File: config.mk
export PLATFORM = sky130hd
export DESIGN_NAME = utf8_glyph_segmenter_unit
export DESIGN_NICKNAME = d
export VERILOG_FILES = /design/src/u8seg_pkg.sv /design/src/utf8_glyph_segmenter_unit.sv
export SDC_FILE = /design/constraint.sdc
export NUM_CORES = 1
export LEC_CHECK = 0
export BUFFER_PORTS_ARGS = -buffer_cell sky130_fd_sc_hd__buf_2
export CORE_ASPECT_RATIO = 0.6
export CORE_MARGIN = 2
export CORE_UTILIZATION = 45
export DETAILED_ROUTE_END_ITERATION = 10
export HOLD_SLACK_MARGIN = 0.03
export REMOVE_ABC_BUFFERS = 1
export SETUP_SLACK_MARGIN = 0.15
export SLEW_MARGIN = 10
export SYNTH_ARGS = -nofsm -noshare
export SYNTH_HDL_FRONTEND = slang
export SYNTH_SLANG_ARGS = --single-unit
File: constraint.sdc
create_clock -name clk -period 5.75 [get_ports clk]
set_input_delay 0.575 -clock clk [delete_from_list [all_inputs] [get_ports clk]]
set_output_delay 0.575 -clock clk [all_outputs]
set_load 0.01 [all_outputs]
File: src/u8seg_pkg.sv
// utf8 glyph segmenter package: state encoding, utf-8 range constants
// and the glyph length decoder shared by the segmenter sequencer
// no dependencies
`timescale 1ns / 1ps

package u8seg_pkg;

	typedef enum logic [2:0] {
		ST_IDLE = 3'b001,
		ST_RUN  = 3'b010,
		ST_EMIT = 3'b100
	} seg_state_t;

	typedef logic [3:0][7:0] win_t;

	localparam logic [7:0] ASCII_HI  = 8'h7F;
	localparam logic [7:0] LEAD2_LO  = 8'hC2;
	localparam logic [7:0] LEAD2_HI  = 8'hDF;
	localparam logic [7:0] LEAD_E0   = 8'hE0;
	localparam logic [7:0] LEAD_E1   = 8'hE1;
	localparam logic [7:0] LEAD_ED   = 8'hED;
	localparam logic [7:0] LEAD_EF   = 8'hEF;
	localparam logic [7:0] LEAD_F0   = 8'hF0;
	localparam logic [7:0] LEAD_F1   = 8'hF1;
	localparam logic [7:0] LEAD_F3   = 8'hF3;
	localparam logic [7:0] LEAD_F4   = 8'hF4;
	localparam logic [7:0] E0_LO2    = 8'hA0;
	localparam logic [7:0] ED_HI2    = 8'h9F;
	localparam logic [7:0] F0_LO2    = 8'h90;
	localparam logic [7:0] F4_HI2    = 8'h8F;
	localparam logic [7:0] CONT_LO   = 8'h80;
	localparam logic [7:0] CONT_HI   = 8'hBF;

	// length of the glyph at the front of the window, 0 if more bytes are needed
	function automatic logic [2:0] glyph_len(input win_t win, input logic [2:0] n,
			input logic at_end);
		logic [2:0] need;
		logic [7:0] lo2;
		logic [7:0] hi2;
		logic [7:0] lo;
		logic [7:0] hi;
		logic       bad;
		logic [2:0] len;
		begin
			need = 3'd1;
			lo2  = CONT_LO;
			hi2  = CONT_HI;
			bad  = 1'b0;
			case (win[0]) inside
				[8'h00:ASCII_HI]:   need = 3'd1;
				[LEAD2_LO:LEAD2_HI]: need = 3'd2;
				LEAD_E0: begin
					need = 3'd3;
					lo2  = E0_LO2;
				end
				LEAD_ED: begin
					need = 3'd3;
					hi2  = ED_HI2;
				end
				[LEAD_E1:LEAD_EF]:  need = 3'd3;
				LEAD_F0: begin
					need = 3'd4;
					lo2  = F0_LO2;
				end
				LEAD_F4: begin
					need = 3'd4;
					hi2  = F4_HI2;
				end
				[LEAD_F1:LEAD_F3]:  need = 3'd4;
				default:            need = 3'd1;
			endcase
			for (int i = 1; i < 4; i++) begin
				lo = (i == 1) ? lo2 : CONT_LO;
				hi = (i == 1) ? hi2 : CONT_HI;
				if ((3'(i) < n) && (3'(i) < need) && ((win[i] < lo) || (win[i] > hi)))
					bad = 1'b1;
			end
			if (need == 3'd1 || bad)
				len = 3'd1;
			else if (n >= need)
				len = need;
			else
				len = at_end ? 3'd1 : 3'd0;
			return len;
		end
	endfunction

endpackage

File: src/utf8_glyph_segmenter_unit.sv
// utf8 glyph segmenter top level: sequencer, pending byte window and counters
// depends on u8seg_pkg
//
// usage: a string enters one byte per input transaction (data_byte, byte_present,
// is_last) over in_valid/in_ready. an item with byte_present=0 and is_last=0 is
// taken and ignored; byte_present=0 with is_last=1 ends the string without a byte.
// one output transaction (glyph_count, last_glyph_start, overflow) follows each
// item with is_last=1, over out_valid/out_ready.
// timing: an accepted byte is appended to a window of up to four bytes; a shared
// glyph length decoder and saturating adder then resolve one glyph per cycle.
// an item passes from the idle state to the run state, which resolves its glyphs
// (0 to 4); the final item then passes through the emit state to load the result
// register. in_ready is low while an item is being worked on.
// stall: the result register holds until out_ready; a final item waits in the
// emit state while an earlier result is still pending.
// reset: arst_n clears the sequencer, counters and pending count; no clearing pass.
// counters saturate at 2**COUNT_BITS-1 and set overflow; outputs are their low bits.
`timescale 1ns / 1ps

module utf8_glyph_segmenter_unit #(
	parameter int COUNT_BITS = 16
) (
	input  logic        clk,
	input  logic        arst_n,
	input  logic        in_valid,
	output logic        in_ready,
	input  logic [7:0]  data_byte,
	input  logic        byte_present,
	input  logic        is_last,
	output logic        out_valid,
	input  logic        out_ready,
	output logic [15:0] glyph_count,
	output logic [15:0] last_glyph_start,
	output logic        overflow
);
	import u8seg_pkg::*;

	localparam logic [COUNT_BITS-1:0] CNT_MAX = {COUNT_BITS{1'b1}};

	seg_state_t            state_q;
	win_t                  win_q;
	logic [2:0]            n_q;
	logic                  last_q;
	logic [COUNT_BITS-1:0] off_q;
	logic [COUNT_BITS-1:0] glyphs_q;
	logic [COUNT_BITS-1:0] prev_q;
	logic                  ovf_q;
	logic                  out_valid_q;
	logic [15:0]           glyph_count_q;
	logic [15:0]           last_start_q;
	logic                  overflow_q;

	logic                  accept;
	logic                  take_byte;
	logic [2:0]            len;
	logic                  run_done;
	logic                  do_commit;
	logic                  do_emit;
	logic [COUNT_BITS:0]   off_next;
	logic                  off_sat;
	logic                  glyph_sat;
	logic [3:0]            src_idx [4];

	assign in_ready  = (state_q == ST_IDLE);
	assign accept    = in_valid && in_ready;
	assign take_byte = accept && byte_present;
	assign len       = glyph_len(win_q, n_q, last_q);
	assign run_done  = (n_q == 3'd0) || (len == 3'd0);
	assign do_commit = (state_q == ST_RUN) && !run_done;
	assign do_emit   = (state_q == ST_EMIT) && (!out_valid_q || out_ready);
	assign off_next  = {1'b0, off_q} + (COUNT_BITS+1)'(len);
	assign off_sat   = off_next > {1'b0, CNT_MAX};
	assign glyph_sat = (glyphs_q == CNT_MAX);

	always_comb begin
		for (int k = 0; k < 4; k++)
			src_idx[k] = 4'(k) + 4'(len);
	end

	always_ff @(posedge clk or negedge arst_n) begin
		if (!arst_n) begin
			state_q     <= ST_IDLE;
			n_q         <= 3'd0;
			last_q      <= 1'b0;
			off_q       <= '0;
			glyphs_q    <= '0;
			prev_q      <= '0;
			ovf_q       <= 1'b0;
			out_valid_q <= 1'b0;
		end else begin
			if (do_emit)
				out_valid_q <= 1'b1;
			else if (out_ready)
				out_valid_q <= 1'b0;
			case (state_q)
				ST_IDLE: begin
					if (accept && (byte_present || is_last)) begin
						last_q  <= is_last;
						state_q <= ST_RUN;
						if (byte_present)
							n_q <= n_q + 3'd1;
					end
				end
				ST_RUN: begin
					if (run_done) begin
						state_q <= last_q ? ST_EMIT : ST_IDLE;
					end else begin
						prev_q <= off_q;
						n_q    <= n_q - len;
						if (glyph_sat || off_sat)
							ovf_q <= 1'b1;
						if (!glyph_sat)
							glyphs_q <= glyphs_q + COUNT_BITS'(1);
						if (off_sat)
							off_q <= CNT_MAX;
						else
							off_q <= off_next[COUNT_BITS-1:0];
					end
				end
				ST_EMIT: begin
					if (do_emit) begin
						n_q         <= 3'd0;
						last_q      <= 1'b0;
						off_q       <= '0;
						glyphs_q    <= '0;
						prev_q      <= '0;
						ovf_q       <= 1'b0;
						state_q     <= ST_IDLE;
					end
				end
				default: state_q <= ST_IDLE;
			endcase
		end
	end

	// window bytes and result payload
	always_ff @(posedge clk) begin
		if (take_byte)
			win_q[n_q[1:0]] <= data_byte;
		if (do_commit) begin
			for (int k = 0; k < 4; k++) begin
				if (src_idx[k] < 4'd4)
					win_q[k] <= win_q[src_idx[k][1:0]];
			end
		end
		if (do_emit) begin
			glyph_count_q <= 16'(glyphs_q);
			last_start_q  <= 16'(prev_q);
			overflow_q    <= ovf_q;
		end
	end

	assign out_valid        = out_valid_q;
	assign glyph_count      = glyph_count_q;
	assign last_glyph_start = last_start_q;
	assign overflow         = overflow_q;

	a_busy_not_ready: assert property (@(posedge clk) disable iff (!arst_n)
		(state_q != ST_IDLE) |-> !in_ready)
		else $error("input taken while sequencer busy");

	a_window_bound: assert property (@(posedge clk) disable iff (!arst_n)
		n_q <= 3'd4)
		else $error("window count out of range");

	a_idle_pending: assert property (@(posedge clk) disable iff (!arst_n)
		(state_q == ST_IDLE) |-> (n_q <= 3'd3))
		else $error("more than three bytes pending between items");

	a_emit_clears: assert property (@(posedge clk) disable iff (!arst_n)
		do_emit |=> (glyphs_q == '0) && (n_q == 3'd0) && out_valid_q)
		else $error("string state not cleared after result");

endmodule

Yosys cells after proc, flatten, opt, wreduce, memory -nomap -nowiden

Cells that the tools add are included.

Bits in registers: 122
Bits in latches: 0
RAM bits: 0
Bits in read-only memories: 0
Input port bits: 14
Output and inout port bits: 35
Logic and storage cells: 179
Memories: 0

$add $sub $neg: 7
$mul: 0
Divide/modulo/power cells: 0
Order comparisons: 32
Eq/ne operators: 16
Shift-type cells: 0
Multiplexer cells: 71
Bitwise operators: 0
Reduce and logical (&&, ||, !) cells: 38

Operators with widths:

| operator                | count |
|---|---|
| $mux W8                 | 19 |
| $mux W16                | 6 |
| $pmux W16 S2            | 3 |
| $bmux W8 S2             | 4 |
| $mux W32                | 2 |
| $mux W3                 | 18 |
| $bwmux W32              | 1 |
| $eq A8 B8 Y1 const B    | 4 |
| $ge A8 B8 Y1 const B    | 3 |
| $le A8 B8 Y1 const B    | 3 |
| $pmux W3 S3             | 2 |
| $add A16 B3 Y17         | 1 |
| $gt A17 B16 Y1 const B  | 1 |
| $add A16 B1 Y16 const B | 1 |
| $demux W8 S2            | 1 |
| $eq A16 B16 Y1 const B  | 1 |
| $gt A8 B8 Y1 const B    | 2 |
| $logic_and A1 B1 Y1     | 16 |
| $lt A8 B8 Y1 const B    | 2 |
| $lt A2 B3 Y1 const B    | 5 |
| $lt A2 B3 Y1 const A    | 4 |
| $lt A4 B3 Y1 const B    | 3 |
| $mux W6                 | 2 |
| $mux W1                 | 10 |
| 27 further kinds        | 50 |

Longest topological paths before layout

Depth after elaboration: 24
Mapped depth: 22
Gate-level depth less buffers: 20

Least setup slack after synthesis

No wires, ideal clock.

Path kind: reg-to-reg
From: register win_q[2] (netlist bit)
To: register win_q[14] (netlist bit)
Library setup time: 0.121 ns
Arrival time: 4.344 ns
Required time: 5.629 ns
Path slack: 1.286 ns
Cell stages (with the launch flop): 17
Path buffers: 4
Period minus slack after synthesis: 4.464 ns
Cell sequence: dfxtp_1 -> or4_4 -> a21oi_2 -> ha_1 -> nand2b_1 -> a211oi_1 -> nor2_1 -> a2111oi_4 -> nand2_4 -> inv_4 -> buf_8 -> buf_4 -> ha_1 -> buf_1 -> clkbuf_1 -> mux4_2 -> mux2_2

Cells in the longest elaborated chain, start to end: 23
Elaborated cells between the ends (all ways): 67
Those cells by class: 1 x add/sub; 15 x order compare; 5 x eq/ne; 30 x mux; 16 x reduce/logical

Ends and longest elaborated chain:

| what                                                                      | RTL line                         | text |
|---|---|---|
| start: declaration                                                        | utf8_glyph_segmenter_unit.sv:41  | `win_t win_q;` |
| start signal: indexed assignment                                          | utf8_glyph_segmenter_unit.sv:139 | `win_q[n_q[1:0]] <= data_byte;` |
| start signal: indexed assignment                                          | utf8_glyph_segmenter_unit.sv:143 | `win_q[k] <= win_q[src_idx[k][1:0]];` |
| $ge A8 B8 Y1 (implied by the code) / $le A8 B8 Y1 (equally long branches) | utf8_glyph_segmenter_unit.sv:67  | `assign len = glyph_len(win_q, n_q, last_q);` |
| $logic_and A1 B1 Y1 (implied by the code)                                 | utf8_glyph_segmenter_unit.sv:67  |  |
| $mux W3 (8 in a row)                                                      | u8seg_pkg.sv:49                  | `case (win[0]) inside` |
| $lt A1 B3 Y1                                                              | u8seg_pkg.sv:75                  | `if ((3'(i) < n) && (3'(i) < need) && ((win[i] < lo) \|\| (win[i] > hi)))` |
| $logic_and A1 B1 Y1 (2 in a row)                                          | u8seg_pkg.sv:75                  |  |
| $mux W1 (3 in a row)                                                      | u8seg_pkg.sv:75                  |  |
| $logic_or A1 B1 Y1                                                        | u8seg_pkg.sv:78                  | `if (need == 3'd1 \|\| bad)` |
| $mux W3 *                                                                 | u8seg_pkg.sv:78                  |  |
| parallel branches: the longest is 4 deep, another holds $add A1 B3 Y4     | n/a                              |  |
| $mux W32 *                                                                | utf8_glyph_segmenter_unit.sv:140 | `if (do_commit) begin` |

Mark *: on every way between the ends. The select of a mux whose other input is x is not followed.
A chain may end at the register's enable or synchronous reset.

Worst setup path in the final report

From: register win_q[2] (netlist bit)
To: register ovf_q

Cells in the longest elaborated chain, start to end: 23
Elaborated cells between the ends (all ways): 65
Those cells by class: 1 x add/sub; 15 x order compare; 7 x eq/ne; 26 x mux; 16 x reduce/logical

Ends and longest elaborated chain:

| what                                                                      | RTL line                         | text |
|---|---|---|
| $ge A8 B8 Y1 (implied by the code) / $le A8 B8 Y1 (equally long branches) | utf8_glyph_segmenter_unit.sv:67  |  |
| $logic_and A1 B1 Y1 (implied by the code)                                 | utf8_glyph_segmenter_unit.sv:67  |  |
| $mux W3 (8 in a row)                                                      | u8seg_pkg.sv:49                  |  |
| $lt A1 B3 Y1                                                              | u8seg_pkg.sv:75                  |  |
| $logic_and A1 B1 Y1 (2 in a row)                                          | u8seg_pkg.sv:75                  |  |
| $mux W1 (3 in a row)                                                      | u8seg_pkg.sv:75                  |  |
| $logic_or A1 B1 Y1                                                        | u8seg_pkg.sv:78                  |  |
| $mux W3 *                                                                 | u8seg_pkg.sv:78                  |  |
| $add A16 B3 Y17                                                           | utf8_glyph_segmenter_unit.sv:71  | `assign off_next = {1'b0, off_q} + (COUNT_BITS+1)'(len);` |
| $gt A17 B16 Y1                                                            | utf8_glyph_segmenter_unit.sv:72  | `assign off_sat = off_next > {1'b0, CNT_MAX};` |
| $logic_or A1 B1 Y1                                                        | utf8_glyph_segmenter_unit.sv:110 | `if (glyph_sat \|\| off_sat)` |
| $ne A2 B1 Y1 (no source line)                                             | n/a                              |  |
| $reduce_and A4 Y1 (no source line) *                                      | n/a                              |  |
| end signal: assignment                                                    | utf8_glyph_segmenter_unit.sv:88  | `ovf_q <= 1'b0;` |
| end signal: assignment                                                    | utf8_glyph_segmenter_unit.sv:111 | `ovf_q <= 1'b1;` |
| end signal: assignment                                                    | utf8_glyph_segmenter_unit.sv:127 | `ovf_q <= 1'b0;` |
| end: declaration                                                          | utf8_glyph_segmenter_unit.sv:47  | `logic ovf_q;` |

Mark *: on every way between the ends. The rest lies on a longest branch, timed or not.

==> impl_metrics.env <==
export IMPL_dieWidth_um=159
export IMPL_grt_ovfl_total=0
export IMPL_setup_tns_final_ps=0
export IMPL_synth_avg_cell_area_um2=10.8
export IMPL_numCtsBuffers=17
export IMPL_first_global_vias=4647
export IMPL_ios=49
export IMPL_status="complete, no violations"
export IMPL_setup_viol=0
export IMPL_synth_ff_type="dfrtp_1"
export IMPL_gp_congestion=0.962
export IMPL_min_period_over_period_pct=88.3
export IMPL_hold_viol_final=0
export IMPL_cts_hold_buf=0
export IMPL_crit_fanout=12
export IMPL_cp_start_kind="flop"
export IMPL_synth_area_leaders="dfrtp_1, edfxtp_1, dfxtp_1, mux2_2, mux4_2"
export IMPL_report_final_slew_viol_count=0
export IMPL_die_y_um=97.0
export IMPL_critPathArrivalTime_ps=5430
export IMPL_ir_worst_vdd_uv=232
export IMPL_synth_distinct_cells=72
export IMPL_period_needed_ps=5080
export IMPL_ant_nets=0
export IMPL_fp_dieArea_mm2=0.0154
export IMPL_vias=5045
export IMPL_n_antenna_cell=0
export IMPL_clock_root_buffer="clkbuf_16"
export IMPL_ys_seq_area_share_pct=47.2
export IMPL_area_growth_pct=16.0
export IMPL_synth_seq_cells=122
export IMPL_drv_cap=0
export IMPL_fin_skew_ps=12.9
export IMPL_cellPowerDensity_mw_per_mm2=463
export IMPL_htree_levels=4
export IMPL_initial_core_util_pct=46.8
export IMPL_grt_pass1_wl_mm=26.0
export IMPL_first_pass_iters=4
export IMPL_dr_first_iter_drc_count=427
export IMPL_clk_latency_ps=420
export IMPL_nets=681
export IMPL_worst_slew_pin_transition_ps=1110
export IMPL_synth_top_cell_by_area="dfrtp_1"
export IMPL_numPortBuffers=48
export IMPL_yosysWarnings=0
export IMPL_clk_pin_slew_worst_paths_ps=60
export IMPL_cts_tree="yes"
export IMPL_synthCells=601
export IMPL_critPathRequiredTime_ps=6100
export IMPL_wirelength_mm=16.1
export IMPL_antenna_found_initial=0
export IMPL_synth_edf_count=33
export IMPL_rows=33
export IMPL_slew_limit_headroom_pct=25.7
export IMPL_clockBufferDepth=2
export IMPL_drive_gt1_share_pct=25.0
export IMPL_grt_usage_pct=21.6
export IMPL_fmaxAchievable_ghz=0.197
export IMPL_async_reset_ff_share_pct=46.7
export IMPL_final_util_pct=54.2
export IMPL_rsz0062_at_grt="no"
export IMPL_drcViolationCount=0
export IMPL_fp_coreArea_mm2=0.0139
export IMPL_synth_top_area_share_pct=21.6
export IMPL_cts_sinks=122
export IMPL_routed_via_density=5.90
export IMPL_worst_setup_path_end_kind="flop"
export IMPL_dpl_hpwl_mm=10.9
export IMPL_p_leak_nw=3.06
export IMPL_cts_resized=0
export IMPL_avgRoutedWirePerCell_um=18.9
export IMPL_hold_class="primary input to asynchronous set/reset pin"
export IMPL_worstSetupPathType="flop to flop"
export IMPL_grt_max_degree=58
export IMPL_synthesis_area_mm2=0.00649
export IMPL_cts_setup_buffers=0
## report_power, final
| part | internal, mW | switching [mW] | total, mW | leakage (nW) |
|---|---|---|---|---|
| Clock | 0.706 | 0.429 | 1.14 | 0.309 |
| Combinational | 0.485 | 0.474 | 0.959 | 1.43 |
| Sequential | 1.10 | 0.290 | 1.39 | 1.32 |
| Total | 2.29 | 1.19 | 3.49 | 3.06 |
## cell usage in the layout (no fill, tap or decap), types with 9 or more instances in the layout
cell	synthesis	final
nand3_1	24	24
or2_2	9	9
o21ai_1	17	17
o21ai_0	33	33
and3_1	10	10
mux4_2	16	16
ha_1	15	15
mux2_2	33	33
nand2_1	84	84
dfrtp_1	56	56
a21oi_1	17	16
clkbuf_16	0	17
edfxtp_1	33	33
buf_4	2	9
a21o_1	11	11
a22o_1	10	10
or3_1	14	14
nor2_1	17	17
dfxtp_1	32	32
buf_2	6	48
## metal layers
layer  vias up  GRT usage (%)  share of wire [%]
met5         -              0                  0
met1      2463           35.1                 52
li1       2375              -                  -
met3        20           5.45                7.6
met4         0           6.29                1.1
met2       187           27.4                 39
## final cells by class
cell class                 count  area (µm²)
timing repair buffer          57         308
sequential                   122        3060
clock inverter                14         188
tap                          192         240
clock buffer                  18         439
multi-input combinational    439        3240
fill                        1228        6350
inverter                      13        51.3
## registers in the layout, summed over array words and instances, names as in the netlist, 3 cells and up
signal	flops
glyph_count	16
glyphs_q	16
state_q	3
last_glyph_start	16
off_q	16
n_q	3
win_q	32
prev_q	16
## per-stage QoR
stage / total power [mW] / worst slack (ps) / std cells / instance area, µm² / hold slack (ps)
3_5_place_dp: 2.34 / 753 / 823 / 6890 / 436
4_1_cts: 3.48 / 719 / 855 / 7520 / 329
3_3_place_gp: 2.32 / 954 / 823 / 6890 / 435
5_1_grt: 3.68 / 214 / 855 / 7520 / 364
2_1_floorplan: 2.03 / 887 / 574 / 6340 / 279
6_report: 3.49 / 670 / 855 / 7520 / 290
## cell usage after synthesis (all sizes together), types with 3 or more instances
| library cell | n |
|---|---|
| a211o | 7 |
| a211oi | 5 |
| a21boi | 8 |
| a21o | 11 |
| a21oi | 18 |
| a22o | 10 |
| a41oi | 4 |
| and2 | 4 |
| and3 | 10 |
| buf | 12 |
| clkbuf | 15 |
| dfrtp | 56 |
| dfxtp | 32 |
| edfxtp | 33 |
| ha | 15 |
| inv | 13 |
| mux2 | 38 |
| mux4 | 16 |
| nand2 | 86 |
| nand2b | 4 |
| nand3 | 24 |
| nand4 | 6 |
| nor2 | 17 |
| nor2b | 4 |
| nor3 | 6 |
| nor3b | 5 |
| o211a | 6 |
| o211ai | 4 |
| o21a | 4 |
| o21ai | 52 |
| o221a | 8 |
| o22ai | 4 |
| o31ai | 4 |
| or2 | 10 |
| or3 | 14 |
| or3b | 3 |
| or4 | 5 |
## path summary, 6_finish.rpt
kind,start,end,slack [ps],depth (start not counted)
min,arst_n,prev_q[8],290,2
max in group asynchronous,arst_n,glyphs_q[6],4940,2
max,win_q[2],ovf_q,670,18
max reg2reg,win_q[2],ovf_q,670,18
min reg2reg,prev_q[11],last_glyph_start[11],450,0
min in group clk,is_last,last_q,430,3
## worst max-delay path, cell delays in order, from the launching register on
cell,delay [ps]
dfxtp_1,400
or4_4,600
a21oi_2,250
ha_1,270
nand2b_1,140
a211oi_1,440
o21a_1,250
a2111oi_4,60
buf_4,190
nand2_4,170
ha_1,210
inv_1,60
fa_1,370
nor2b_1,250
o2111ai_1,210
nor2_1,350
nand3_1,400
a21oi_1,250
o21a_1,130
## cell families after synthesis
logic type               count (synthesis)  synth area share (%)
AND/OR/NAND/NOR                        209                  16.6
buffers and inverters                   40                  3.01
multiplexers                            56                  12.5
AO/OA/AOI/OAI                          155                  17.0
flip-flops                             122                  47.2
XOR/XNOR                                 2                 0.270
adder cells (fa/ha/maj)                 17                  3.51
Power figures use the tool's default switching activity.
